**src/sv/pgwalk_pkg.sv**
```systemverilog
package pgwalk_pkg;

	localparam int STORE_WORDS = 4096;
	localparam int TABLE_WORDS = 512;
	localparam int STORE_AW    = $clog2(STORE_WORDS);
	localparam int STORE_PAGES = STORE_WORDS / TABLE_WORDS;

	localparam logic CMD_WRITE     = 1'b0;
	localparam logic CMD_TRANSLATE = 1'b1;

	// index slice of the virtual address for the next table read
	localparam logic [1:0] IX_PDPT = 2'd0;
	localparam logic [1:0] IX_PD   = 2'd1;
	localparam logic [1:0] IX_PT   = 2'd2;

	// page size of a finished walk
	localparam logic [1:0] PG_1G = 2'd0;
	localparam logic [1:0] PG_2M = 2'd1;
	localparam logic [1:0] PG_4K = 2'd2;

	localparam int PTE_PRESENT_BIT = 0;
	localparam int PTE_LARGE_BIT   = 7;

	// configuration register index, taken from paddr[3]
	localparam logic REG_ROOT = 1'b0;

	typedef struct packed {
		logic        cmd;
		logic [11:0] word_index;
		logic [63:0] entry_value;
		logic [47:0] virtual_address;
	} req_t;

	typedef struct packed {
		logic        translated;
		logic [51:0] physical_address;
	} res_t;

	typedef struct packed {
		logic       wr;
		logic       load;
		logic       rd_root;
		logic       rd_next;
		logic [1:0] ix_sel;
		logic       fin;
		logic       ok;
		logic [1:0] pg_sel;
	} ctl_t;

	typedef struct packed {
		logic root_ok;
		logic present;
		logic big_page;
		logic next_ok;
	} sts_t;

endpackage

```
**src/sv/pgwalk_ctrl.sv**
```systemverilog
module pgwalk_ctrl (
	input  logic              clk,
	input  logic              arst_n,
	input  logic              start,
	input  logic              cmd,
	input  pgwalk_pkg::sts_t  sts,
	output logic              busy,
	output pgwalk_pkg::ctl_t  ctl
);

	localparam logic [2:0] ST_IDLE = 3'd0;
	localparam logic [2:0] ST_PML4 = 3'd1;
	localparam logic [2:0] ST_PDPT = 3'd2;
	localparam logic [2:0] ST_PD   = 3'd3;
	localparam logic [2:0] ST_PT   = 3'd4;

	logic [2:0] state_q;
	logic [2:0] state_d;
	logic       accept;

	assign busy   = (state_q != ST_IDLE);
	assign accept = start && !busy;

	always_comb begin
		state_d     = state_q;
		ctl         = '0;
		ctl.ix_sel  = pgwalk_pkg::IX_PDPT;
		ctl.pg_sel  = pgwalk_pkg::PG_4K;
		unique case (state_q)
			ST_IDLE: begin
				if (accept && cmd == pgwalk_pkg::CMD_WRITE) begin
					ctl.wr = 1'b1;
				end else if (accept) begin
					ctl.load = 1'b1;
					if (sts.root_ok) begin
						ctl.rd_root = 1'b1;
						state_d     = ST_PML4;
					end else begin
						ctl.fin = 1'b1;
					end
				end
			end
			ST_PML4: begin
				if (sts.present && sts.next_ok) begin
					ctl.rd_next = 1'b1;
					ctl.ix_sel  = pgwalk_pkg::IX_PDPT;
					state_d     = ST_PDPT;
				end else begin
					ctl.fin = 1'b1;
					state_d = ST_IDLE;
				end
			end
			ST_PDPT: begin
				if (sts.present && sts.big_page) begin
					ctl.fin    = 1'b1;
					ctl.ok     = 1'b1;
					ctl.pg_sel = pgwalk_pkg::PG_1G;
					state_d    = ST_IDLE;
				end else if (sts.present && sts.next_ok) begin
					ctl.rd_next = 1'b1;
					ctl.ix_sel  = pgwalk_pkg::IX_PD;
					state_d     = ST_PD;
				end else begin
					ctl.fin = 1'b1;
					state_d = ST_IDLE;
				end
			end
			ST_PD: begin
				if (sts.present && sts.big_page) begin
					ctl.fin    = 1'b1;
					ctl.ok     = 1'b1;
					ctl.pg_sel = pgwalk_pkg::PG_2M;
					state_d    = ST_IDLE;
				end else if (sts.present && sts.next_ok) begin
					ctl.rd_next = 1'b1;
					ctl.ix_sel  = pgwalk_pkg::IX_PT;
					state_d     = ST_PT;
				end else begin
					ctl.fin = 1'b1;
					state_d = ST_IDLE;
				end
			end
			ST_PT: begin
				ctl.fin    = 1'b1;
				ctl.ok     = sts.present;
				ctl.pg_sel = pgwalk_pkg::PG_4K;
				state_d    = ST_IDLE;
			end
			default: begin
				state_d = ST_IDLE;
			end
		endcase
	end

	always_ff @(posedge clk or negedge arst_n) begin
		if (!arst_n) begin
			state_q <= ST_IDLE;
		end else begin
			state_q <= state_d;
		end
	end

endmodule

```
**config.mk**
```make
export PLATFORM = sky130hd
export DESIGN_NAME = pgwalk_ctrl
export DESIGN_NICKNAME = d
export VERILOG_FILES = /design/src/sv/pgwalk_pkg.sv /design/src/sv/pgwalk_ctrl.sv
export SDC_FILE = /design/constraint.sdc
export NUM_CORES = 1
export LEC_CHECK = 0
export ABC_CLOCK_PERIOD_IN_PS = 1670
export BUFFER_PORTS_ARGS = -buffer_cell sky130_fd_sc_hd__buf_2
export CORE_AREA = 2 2 39 41
export CTS_BUF_LIST = sky130_fd_sc_hd__clkbuf_4
export CTS_CLUSTER_SIZE = 12
export DETAILED_ROUTE_END_ITERATION = 8
export DIE_AREA = 0 0 41 43
export PLACE_DENSITY = 0.5
export SETUP_SLACK_MARGIN = 0.2
export SLEW_MARGIN = 20
export SYNTH_ARGS = -nofsm -noshare
export SYNTH_HDL_FRONTEND = slang
export SYNTH_SLANG_ARGS = --single-unit
```
**constraint.sdc**
```tcl
create_clock -name clk -period 1.67 [get_ports clk]
set_clock_uncertainty 0.2 [all_clocks]
set_input_delay 0.0835 -clock clk [delete_from_list [all_inputs] [get_ports clk]]
set_output_delay 0.0835 -clock clk [all_outputs]
set_load 0.02 [all_outputs]
```
# Word level (Yosys, flattened, before mapping)
# Cells that the tools add are included.
# totals
ff_bits	3
latch_bits	0
mem_bits_rw	0
rom_bits	0
in_bits	8
output_inout_bits	11
elab_cells	46
memories	0
# classes
add_sub_neg	0
mul	0
div	0
n_lt_le_gt_ge	0
n_eq_ne	7
shift	0
muxes	28
bitwise	1
reduce_logical	9
# op_table
op	n
$mux 3	13
$pmux 3 s3	2
$pmux 3 s4	1
$mux 2	4
$mux 1	7
$eq 3x2->1 const B	2
$ne 2x2->1 const B	3
$logic_and 1x1->1	4
$pmux 1 s4	1
$eq 3x1->1 const B	1
$eq 3x3->1 const B	1
$logic_not 3->1	1
$reduce_and 3->1	1
$reduce_bool 3->1	1
$reduce_or 2->1	1
$logic_not 1->1	1
$not 1->1	1

# Longest topological paths before layout
# Gate-level depths: netlist (run 1).
# depth
depth_word	6
mapped_depth	4
depth_no_buf	3

# Worst setup path after synthesis (run 1)
# No wires, ideal clock.
# synth_path
path_type	register -> output
from	register state_q[0]
to	output ctl[6] (netlist bit)
arrival_time_ns	1.312
required_ns	1.387
setup_slack_ns	0.074
path_stages_with_launch	5
n_path_buf	1
cell_sequence	dfrtp_1 buf_2 or3b_1 a211oi_2 or2_1
# synth_lines
item	line	rtl
start: declaration	pgwalk_ctrl.sv:17	logic [2:0] state_q;
start signal: assignment	pgwalk_ctrl.sv:99	state_q <= state_d;
end: declaration	pgwalk_ctrl.sv:8	output pgwalk_pkg::ctl_t ctl

==> reports/summary.md, run 1 <==
Hold timing on the final database bottoms out at a slack of 40.3 ps. The detailed router finished its first iteration with 8 violations. Ranked by flip-flop count, first place goes to state_q.

Counting along the longest clock path gives a buffer depth of 2. The I/O pin count came out at 19. The first-pass detailed-route iteration total came out at 4.

The post-placement cell count came out at 68. The clock network fraction of total power was 49.0%; the standby leakage power was 0.282 nW. In this run the worst path has a maximum fanout of 6. The number of DRC violations after detailed routing was 0; the layout filler cell count was 145.

The logs give 1380 um^2 for the placeable core area and 352 for the number of vias in the routed layout. The post-synthesis share of cell area spent on and, or, nand and nor gates was 49.5%. The die is 43 um tall.

The post-DP HPWL was 596 um; the layout overhead on the synthesized area was 123%. The run gives 0 as the total overflow reported by the global router. The largest registers in the layout are state_q: 3 flops.

For the first-pass GRT wire length, the log shows 1320 um. Cell internal power was estimated by the tool at 0.220 mW. The final critical path takes up 109% of the cycle.

The per-instance average area after synthesis came out at 8.37 um^2. IR analysis of the VDD net gives a maximum drop of 0.152 mV. The portion of netlist area occupied by mux cells works out to 0%.

After detailed routing, the number of vias per cell comes to 4.40. Cells with a size suffix above 1 make up 75.0% of the layout. The top achievable clock speed is 550 MHz, and the met2 wire length is 508 um.

The congestion estimate from routability-driven global placement came to 0.646. The synthesized flop and latch total was 3; the sequential area share after synthesis was 28.0%. For this run, the number of standard cells in the final layout without fillers is 80.

Wire segments on met3 add up to 45 um in the final route. The worst pin sits at a relative slew slack of 77.1%. After detailed routing, no signal wire sits above met3.

The finished cells cover 597 um^2. The fraction of power spent switching nets is 25.4%, and the area of the die is 1760 um^2. After detailed routing, the wire length on met1 is 318 um. Clock tree root buffer cell: clkbuf_4. The logs give 14 for the site row count and 0 for the antenna violation net count after detailed routing. The clock reaches the later pin of the worst-skew pair after 230 ps. In this run the power spent charging and discharging nets is 0.0749 mW. Dividing the detail-routed wire length by the instance count gives 10.9 um.

The final routed wirelength across all metal layers was 872 um; the count of different cell masters after synthesis was 24. For the count of inserted antenna diode cells, the log shows 0. Setup repair after global routing could not meet its margin everywhere. The post-synth net total was 40. The compound-cell area share of the yosys netlist was 14.5%. After technology mapping, the gate count stands at 32.

Summing the areas of all xor and xnor instances in the mapped netlist gives 0% of the synthesized area. TritonCTS built the clock tree. The run finished, with violations left.

For the pin with the worst max-slew slack, the measured transition is 342 ps. At the worst endpoint, the arrival time is 1540 ps. The clock-pin slew on the worst setup and hold paths was 40 ps. For this run, the post-layout net count is 73. After synthesis, the largest family of logic cells by area is simple AND/OR/NAND/NOR gates. Setup violations remaining at the end of the flow were counted as 6.

After detailed placement, the total cell area comes to 413 um^2. Of the total synthesized cell area, the portion taken by full adders, half adders and majority gates is 0%. The count of port buffers added during placement works out to 18.

STA classifies the critical path startpoint as a flip-flop. The effective utilization at floorplan came out at 19.3%. Minimum setup slack in the final design: -149 ps. The worst hold path belongs to the class in2reg.

Per report_power, the sequential group accounts for 26.2% of the total. Global routing used 11.3% of the available tracks. Dividing total power by cell area gives a power density of 494 nW/um^2. The final reports fail on setup timing. The run gives 0 as the total count of hold-check failures in the final report.

The run gives 8 as the maximum number of pins on one net before global-route repair. The total standard cell area after synthesis is 268 um^2, and the critical path required time is 1390 ps. Cells fill 43.1% of the core in the end. The synthesis warning total was 0; the combinational fraction of design power was 24.8%. Across the run, the number of max-cap violations was 0. At the placement stage, the worst setup path has a slack of 40.5 ps. The run gives 1 as the H-tree depth. The run gives 0 as the number of antenna violations at the first check in global routing. The class of the most critical setup path is reg2out.

The horizontal extent of the die is 41 um, and the total CTS buffers is 3. The max-slew violation total from the final report was 0; the number of global-route vias before repair was 333. The tree built by TritonCTS fans out to 3 sinks. The final period demand of the worst path is 1820 ps, and the number of flip-flops in the largest register is 3.

The kind of end point of the critical path was a primary output.
## synth_stat cells, drive strengths merged
library cell	n	share of area, %
a31oi	1	2.3
nor3	1	1.9
nor2b	1	2.3
buf	3	6.5
nand4b	1	3.3
or3b	1	3.3
or2	2	4.7
nand3b	1	2.8
o21a	1	2.8
nor2	1	1.4
or3	1	2.3
a22oi	1	2.8
nor4b	1	5.6
nor3b	3	8.4
dfrtp	3	28
o21ai	1	1.9
a211oi	1	4.7
nand2b	1	2.3
inv	1	1.4
nand2	3	4.2
and3	2	4.7
and2	1	2.3
## power by group through the flow
stage | combinational [mW] | sequential (mW) | clock (mW)
floorplan | 0.0331 | 0.0767 | 0
global placement | 0.0563 | 0.0785 | 0
detailed placement | 0.0566 | 0.0785 | 0
CTS | 0.0713 | 0.0772 | 0.150
global route | 0.0802 | 0.0774 | 0.159
finish | 0.0730 | 0.0771 | 0.144
## cell families (layout without fill, tap and decap cells)
family / count (synthesis) / after routing
simple gates: 20 / 20
compound gates: 5 / 5
buf+inv: 4 / 36
flops: 3 / 3
## metal layers
layer,track usage [%],vias up
li1,-,177
met1,14.1,161
met2,15.9,14
met3,1.57,0
met4,10.0,0
met5,0,-
## final cells by class
cell class / instances / area (um^2) / area share [%]
Inverter: 1 / 3.75 / 0.629
Timing Repair Buffer: 31 / 243 / 40.7
Sequential cell: 3 / 77.6 / 13.0
Multi-Input combinational cell: 25 / 223 / 37.3
Clock buffer: 4 / 30.0 / 5.03
Tap cell: 16 / 20.0 / 3.35
## through the flow
stage | power [mW] | setup TNS (ps)
finish | 0.295 | -291
global route | 0.317 | -919
CTS | 0.298 | -340
detailed placement | 0.135 | 0
global placement | 0.135 | 0
floorplan | 0.110 | 0
## repair_timing
action,CTS,global route
gates cloned,0,0
hold buffers,2,0
setup endpoints to repair,11,12
buffers inserted,3,3
pin swaps,3,7
hold endpoints to repair,4,0
resized for setup,22,5
## layout by cell type, fill, tap and decap left out, types with 2 or more instances in the layout
cell type      count
nand2_1            2
clkbuf_4           4
and3_4             2
buf_6              8
buf_2             10
buf_4             11
dlygate4sd3_1      2
nor3b_2            2
dfrtp_2            2
## worst paths after layout
check / startpoint / end / slack (ps) / cells past startpoint
max in group asynchronous: arst_n / state_q[0] / 560 / 3
worst max-delay path: state_q[1] / ctl[6] / -150 / 4
min in group asynchronous: arst_n / state_q[2] / 530 / 3
worst min register to register: state_q[2] / state_q[2] / 520 / 3
worst max register to register: state_q[1] / state_q[0] / 180 / 5
worst min-delay path: sts[3] / state_q[0] / 40 / 3
## critical path: stages, from the launching register on
cell,delay (ps)
dfrtp_2,410
or3b_1,390
a211oi_2,240
or2_4,160
buf_6,100
Note: power is estimated with default switching activity, not from simulation.
==> run 2: changes to the inputs <==
==> constraint.sdc (replaced) <==
create_clock -name clk -period 1.67 [get_ports clk]
set_clock_uncertainty 0.2 [all_clocks]
set_input_delay 0.334 -clock clk [delete_from_list [all_inputs] [get_ports clk]]
set_output_delay 0.334 -clock clk [all_outputs]
set_load 0.02 [all_outputs]
==> run 2 against run 1 <==
Effect of this change:
- the flow still finishes with violations (setup timing)
- utilization up 2.0 points
- routed wire length fell by 5.2%
- combinational power up 27%
- cell count did not move
- clock power up 3%
- setup slack got worse by 190 ps
- critical path type unchanged
- highest routed layer is now met4
==> reports/summary.md, run 2 (synthesis results as in run 1) <==
Among all stages on the critical path, the largest delay is contributed by dfrtp_1. TritonCTS built the clock tree. The run gives 1 as the H-tree depth.

The top cell types in the final layout, fill and taps aside, are 13 x buf_4, 9 x buf_6, 8 x buf_2. Clock-pin slew was measured on the worst setup and hold paths at 40 ps. The endpoint arrival time on the critical path is 1480 ps, and the final setup violation count is 11. For this run, the slowest stage of the critical path takes 400 ps. Among cell families on the critical path, the largest total delay comes from simple AND/OR/NAND/NOR gates. For the pin with the worst max-slew slack, the measured transition is 220 ps. STA puts the critical path data required time at 1140 ps. The root buffer cell chosen for the clock tree is clkbuf_4.

The flow ran to the end, but the final reports show violations. The clock network latency to the later pin of the worst-skew pair was 240 ps. Walking the worst path, the cells encountered are or3b_1 -> a211oi_2 -> or2_4 -> buf_6. Of the cells placed in the final design, the portion with a size suffix greater than 1 is 76.6%. After layout, the worst path uses 121% of the clock period.

Summed over all failing endpoints, the final setup total negative slack is -2470 ps. The die span in y is 43 um. Setup repair after global routing could not meet its margin everywhere. The final route contains 356 vias.

The area of the die is 1760 um^2, and the number of flip-flops in the largest register is 3. The largest registers in the layout are state_q: 3 flops. The minimum setup slack in the final design is -343 ps. The total power is 0.316 mW, and the average routed wire per standard cell is 10.3 um. The tools report the total count of hold-check failures in the final report as 0. The most common library cell in the layout ignoring fill and taps is buf_4.

Once layout is complete, the cells apart from fillers number 80. The buffer and inverter count on the worst path is 1. For the routability-driven placement congestion ratio, the log shows 0.717.

STA classifies the critical path endpoint as a primary output. The tools report the endpoint of the worst hold-timing path as state_q[1]. In the global route stage, overall resource usage came out at 11.2%. At the end of the flow, the number of nets in the layout was 73. The run gives 624 um^2 as the final design area excluding fillers. Launching element type of the critical path: a flip-flop.

Across the VDD grid, the largest voltage drop is 0.162 mV. The setup check on the worst reg-to-reg path leaves a slack of 180 ps. The number of design-rule violations left by the first detailed-router iteration came out at 3.

The HPWL after detailed placement is 617 um. The analysis attributes to cell leakage a power of 0.305 nW. The count of inserted antenna diode cells was 0. The number of antenna violations at the first check in global routing is 0, and the effective utilization at floorplan is 19.3%. For this design the ratio of total power to cell area is 507 nW/um^2. Origin of the critical flop-to-flop path: state_q[1].

The placeable core area is 1380 um^2, and the total overflow reported by the global router is 0. For this run, design rule violations remaining after detail routing come to 0. The endpoint identified for the worst register-to-register timing path is state_q[0]. Once placement finished, the instance area stood at 463 um^2. The highest net fanout along the worst path was 3; the top achievable clock speed was 497 MHz. The final period demand of the worst path is 2010 ps, and the post-placement cell count is 73.

The number of cells on the worst reg-to-reg path is 5. The register with the most flip-flops was state_q. The initialized floorplan defines 14 standard-cell rows.

In this run the horizontal extent of the chip is 41 um. The first detailed-routing pass ran for 2 iterations. The run gives 1320 um as the first-pass GRT wire length.

The tools report the worst hold path startpoint as sts[0]. The area occupied by registers is 75.1 um^2. The tools report the max-slew violation total from the final report as 0.

For the number of global-route vias before repair, the log shows 367. The post-detailed-route via-to-cell ratio was 4.45; the reported max-cap violation count was 0. The total CTS buffers is 3. The antenna violation net count after detailed routing was 0. The min-delay analysis places its worst path in the category in2reg. Worst-case headroom to the max-slew limit: 85.3%. The run gives 9 as the maximum number of pins on one net before global-route repair. The final routed wirelength across all metal layers was 827 um; the layout overhead on the synthesized area was 133%. The worst-case hold slack was 181 ps. The checks that failed: setup timing. The count of port buffers added during placement is 18, and the worst-case clock buffer depth is 2.

The clock drives 3 sinks. The I/O pin count came out at 19. Instance count along the most critical hold path: 3. Class of the most critical setup path: reg2out. The filler cells instantiated in the layout total 133. The multi-input combinational cells in the finished layout cover a total of 246 um^2.
==> run 2: cell types whose count changed in the layout (fill, tap and decap cells not counted), sizes merged <==
cell         before  now
buf              29   30
dlygate4sd3       2    1
==> run 2: tightest hold or removal path: cells and delay by family <==
kind,cells,cell delay [ps]
AND/OR/NAND/NOR,1,80
AO/OA/AOI/OAI,1,50
buffers and inverters,1,110
==> run 2: worst max path at each step <==
stage,from,endpoint,slack (ps),depth (start not counted)
5_1_grt,state_q[0],ctl[6],-400,4
2_1_floorplan,state_q[0],ctl[6],-70,4
4_1_cts,state_q[0],ctl[6],-350,4
3_5_place_dp,sts[1],ctl[6],-200,5
3_3_place_gp,sts[1],ctl[6],-190,5
6_report,state_q[0],ctl[6],-340,4
==> run 2: repair_timing <==
item / CTS / global route
setup buffers: 1 / 1
hold buffers: 1 / 0
resized for setup: 25 / 2
setup endpoints to repair: 12 / 12
hold endpoints to repair: 3 / 0
pin swaps: 5 / 4
==> run 2: per-layer routing <==
metal | track usage (%) | up-vias | share of wire (%)
li1 | - | 181 | -
met1 | 12.7 | 161 | 40
met2 | 16.9 | 11 | 52
met3 | 1.57 | 3 | 4.6
met4 | 10.0 | 0 | 2.5
met5 | 0 | - | 0
==> run 2: power breakdown <==
part           total, mW  switching [mW]  internal [mW]
Combinational     0.0924          0.0399         0.0525
Clock              0.148          0.0417          0.106
Sequential        0.0763         0.00165         0.0747
==> run 2: layout make-up <==
type,instances,share of cell area (%)
clock buffers,4,4.81
well taps,16,3.21
inverters,1,0.601
flip-flops and latches,3,12.0
repair buffers,31,39.9
multi-input cells,25,39.5
==> run 2: metrics by stage <==
step	setup slack [ps]	util (%)
2_1_floorplan	-69.5	-
3_3_place_gp	-195	33.5
3_5_place_dp	-202	33.5
4_1_cts	-355	43.7
5_1_grt	-404	45.1
6_report	-343	45.1
==> run 3: changes to the inputs <==
--- a/config.mk
+++ b/config.mk
@@ -5,8 +5,9 @@
 export SDC_FILE = /design/constraint.sdc
 export NUM_CORES = 1
 export LEC_CHECK = 0
-export ABC_CLOCK_PERIOD_IN_PS = 1670
+export ABC_CLOCK_PERIOD_IN_PS = 2170
 export BUFFER_PORTS_ARGS = -buffer_cell sky130_fd_sc_hd__buf_2
+export CAP_MARGIN = 0
 export CORE_AREA = 2 2 39 41
 export CTS_BUF_LIST = sky130_fd_sc_hd__clkbuf_4
 export CTS_CLUSTER_SIZE = 12
==> constraint.sdc (replaced) <==
create_clock -name clk -period 2.17 [get_ports clk]
set_clock_uncertainty 0.2 [all_clocks]
set_input_delay 0.434 -clock clk [delete_from_list [all_inputs] [get_ports clk]]
set_output_delay 0.434 -clock clk [all_outputs]
set_load 0.02 [all_outputs]
==> run 3 against run 2 <==
Effect of this change:
- the run now ends clean
- cell area decreased by 16%
- worst hold slack gained 140 ps
- critical path depth increased by 1
- register-to-register slack better by 560 ps
- utilization down 7.2 points
- non-clock buffer count is 6 lower
- sequential power is 23% lower
- routed wire length grew 3.6%
- die area is the same
- cell count decreased by 7.5%
- sequential share of layout area grew 2.8 points
- setup slack better by 420 ps
==> reports/summary.md, run 3 (synthesis results as in run 1) <==
For the register share of total power, the log shows 26.0%. The flow ran to the end, and the final reports show no timing, DRC or antenna violations. Internal power contribution: 0.168 mW.

Row generation in the floorplan step produced 14 rows. The depth of the critical timing path with buffers and inverters included was 5. The H-tree depth is 1, and the number of flip-flops in the largest register is 3. The die is 43 um tall. The layout filler cell count is 153, and the post-detailed-route via-to-cell ratio is 4.54.

The most used cell along the critical path is buf_4. The tools report the area occupied by registers as 77.6 um^2. The tools report the peak supply drop as 0.147 mV. Grouping stages by cell kind, the critical path spends the most delay in flip-flops. The number of global-route vias before repair is 334. TritonCTS built the clock tree. The logs give 49.0% for the clock network fraction of total power and 0 ps for the accumulated negative setup slack. The horizontal extent of the die works out to 41 um.

The number of antenna violations at the first check in global routing is 0, and the worst-margin pin slew is 262 ps. The first global-routing pass estimated 1320 um of wire. The max-slew violation total from the final report is 0. The top cell types in the final layout, fill and taps aside, are 10 x buf_2, 9 x buf_4, 5 x buf_6. The region available for standard cell placement spans 1380 um^2.

The power density of the placed cells was 431 nW/um^2. In this run the static leakage power is 0.257 nW. The count of inserted antenna diode cells is 0. Cells fill 37.9% of the core in the end. In this run the power spent charging and discharging nets is 0.0579 mW. The top achievable clock speed was 478 MHz; the final period demand of the worst path was 2090 ps. The worst path uses 96.4% of the clock period. In this run switching power makes up 25.7% of total power. Measured in cells, the most critical reg-to-reg path has a length of 4. After legalization and detailed placement, the total HPWL measured 553 um. Setup repair after global routing could not meet its margin everywhere.

In this run the clock root is driven by a clkbuf_4. The routability-driven placement congestion ratio was 0.669. The clock-pin slew on the worst setup and hold paths was 40 ps. Launching element type of the critical path: a flip-flop. state_q holds more flip-flops than any other register. The most common library cell in the layout ignoring fill and taps is buf_2. The final routed wirelength across all metal layers is 857 um. The classification of the worst-slack hold path is in2async. For the I/O pin count, the log shows 19.

The final route contains 336 vias. For the total count of hold-check failures in the final report, the log shows 0. Once detail routing completed, the nets flagged for antenna violations numbered 0.

The layout overhead on the synthesized area works out to 95.8%. The largest individual stage delay along the critical path comes from the cell dfrtp_1. For this run, the post-layout net count is 67. The tools report the effective utilization at floorplan as 19.3%.

For the first-pass detailed-route iteration total, the log shows 4. The largest registers in the layout are state_q: 3 flops. STA puts the critical path data arrival time at 1460 ps. The number of design-rule violations left by the first detailed-router iteration came out at 4. The global-route usage over all layers was 10.9%.

The buffer and inverter count on the worst path came out at 2. In this run the deepest clock path goes through 2 buffers. The stage delay of the slowest cell on the critical path was 390 ps; the final setup violation count was 0.

The highest net fanout along the worst path was 4. In this run the tightest slew margin relative to its limit is 82.4%. Buffers inserted during clock tree synthesis total 3. The fraction of layout instances using a drive strength above 1 is 67.2%. The class of the most critical setup path is reg2out. The combinational fraction of design power came out at 25.0%.

The worst setup path is captured at a primary output. For the maximum number of pins on one net before global-route repair, the log shows 10. For the worst setup path, the data required time is 1540 ps. Dividing the detail-routed wire length by the instance count gives 11.6 um. The clock network latency to the later pin of the worst-skew pair was 240 ps; the reported max-cap violation count was 0.

The logs give 0 for the number of DRC violations after detailed routing and 209 um^2 for the area of combinational cells with multiple inputs. The area of the die is 1760 um^2, and the total power is 0.226 mW. Traced cell by cell, the critical path runs through buf_4 -> nor4b_4 -> a31oi_1 -> o21ai_1 -> buf_4. Counting every sink on the clock net gives 3. Summed over all layers, the global routing overflow is 0.

During placement, the flow inserted port buffers numbering 18.
[run 3: cell type report]
cell class / instances / share of cell area [%]
Multi-Input combinational cell: 25 / 39.9
Timing Repair Buffer: 25 / 35.1
Sequential cell: 3 / 14.8
Clock buffer: 4 / 5.73
Tap cell: 16 / 3.82
Inverter: 1 / 0.716
[run 3: power by group through the flow]
stage	Combinational [mW]	Sequential, mW	Clock (mW)
CTS	0.0518	0.0588	0.116
detailed placement	0.0403	0.0599	0
global placement	0.0396	0.0601	0
global route	0.0610	0.0589	0.122
finish	0.0564	0.0588	0.111
floorplan	0.0228	0.0588	0
[run 3: repair_timing]
action | CTS | global route
gates resized for setup | 12 | 12
buffers inserted | 4 | 1
pin swaps | 4 | 3
hold endpoints to repair | 3 | 0
hold buffers | 1 | 0
endpoints found under the setup margin | 8 | 9
[run 3: final timing paths]
| kind | start | endpoint | slack [ps] |
|---|---|---|---|
| min in group clk | sts[0] | state_q[2] | 380 |
| worst min register to register | state_q[2] | state_q[2] | 400 |
| worst max-delay path | state_q[0] | ctl[3] | 80 |
| worst min-delay path | arst_n | state_q[1] | 320 |
| worst max register to register | state_q[0] | state_q[0] | 740 |
| max in group asynchronous | arst_n | state_q[2] | 1320 |
[run 3: metrics by stage]
step	std cells	setup slack (ps)	hold slack, ps	instance area [um^2]
after detailed placement	64	90.3	32.1	368
after CTS	73	59.2	314	475
after floorplan	32	224	-61.6	268
after global placement	64	101	31.3	368
final	74	78.4	323	524
after global routing	74	-23.4	345	524
[run 3: routing by layer]
metal / vias up / GRT usage, % / wire length (um)
li1: 166 / - / -
met1: 161 / 12.1 / 361
met2: 9 / 17.5 / 452
met3: 0 / 3.14 / 43
met4: 0 / 6.00 / 0
met5: - / 0 / 0
[run 3: worst register-to-register path: stages (launching register included)]
cell and delay (ps):
dfrtp_1 390, buf_4 150, nor4b_4 300, and3_4 230, or2_2 100
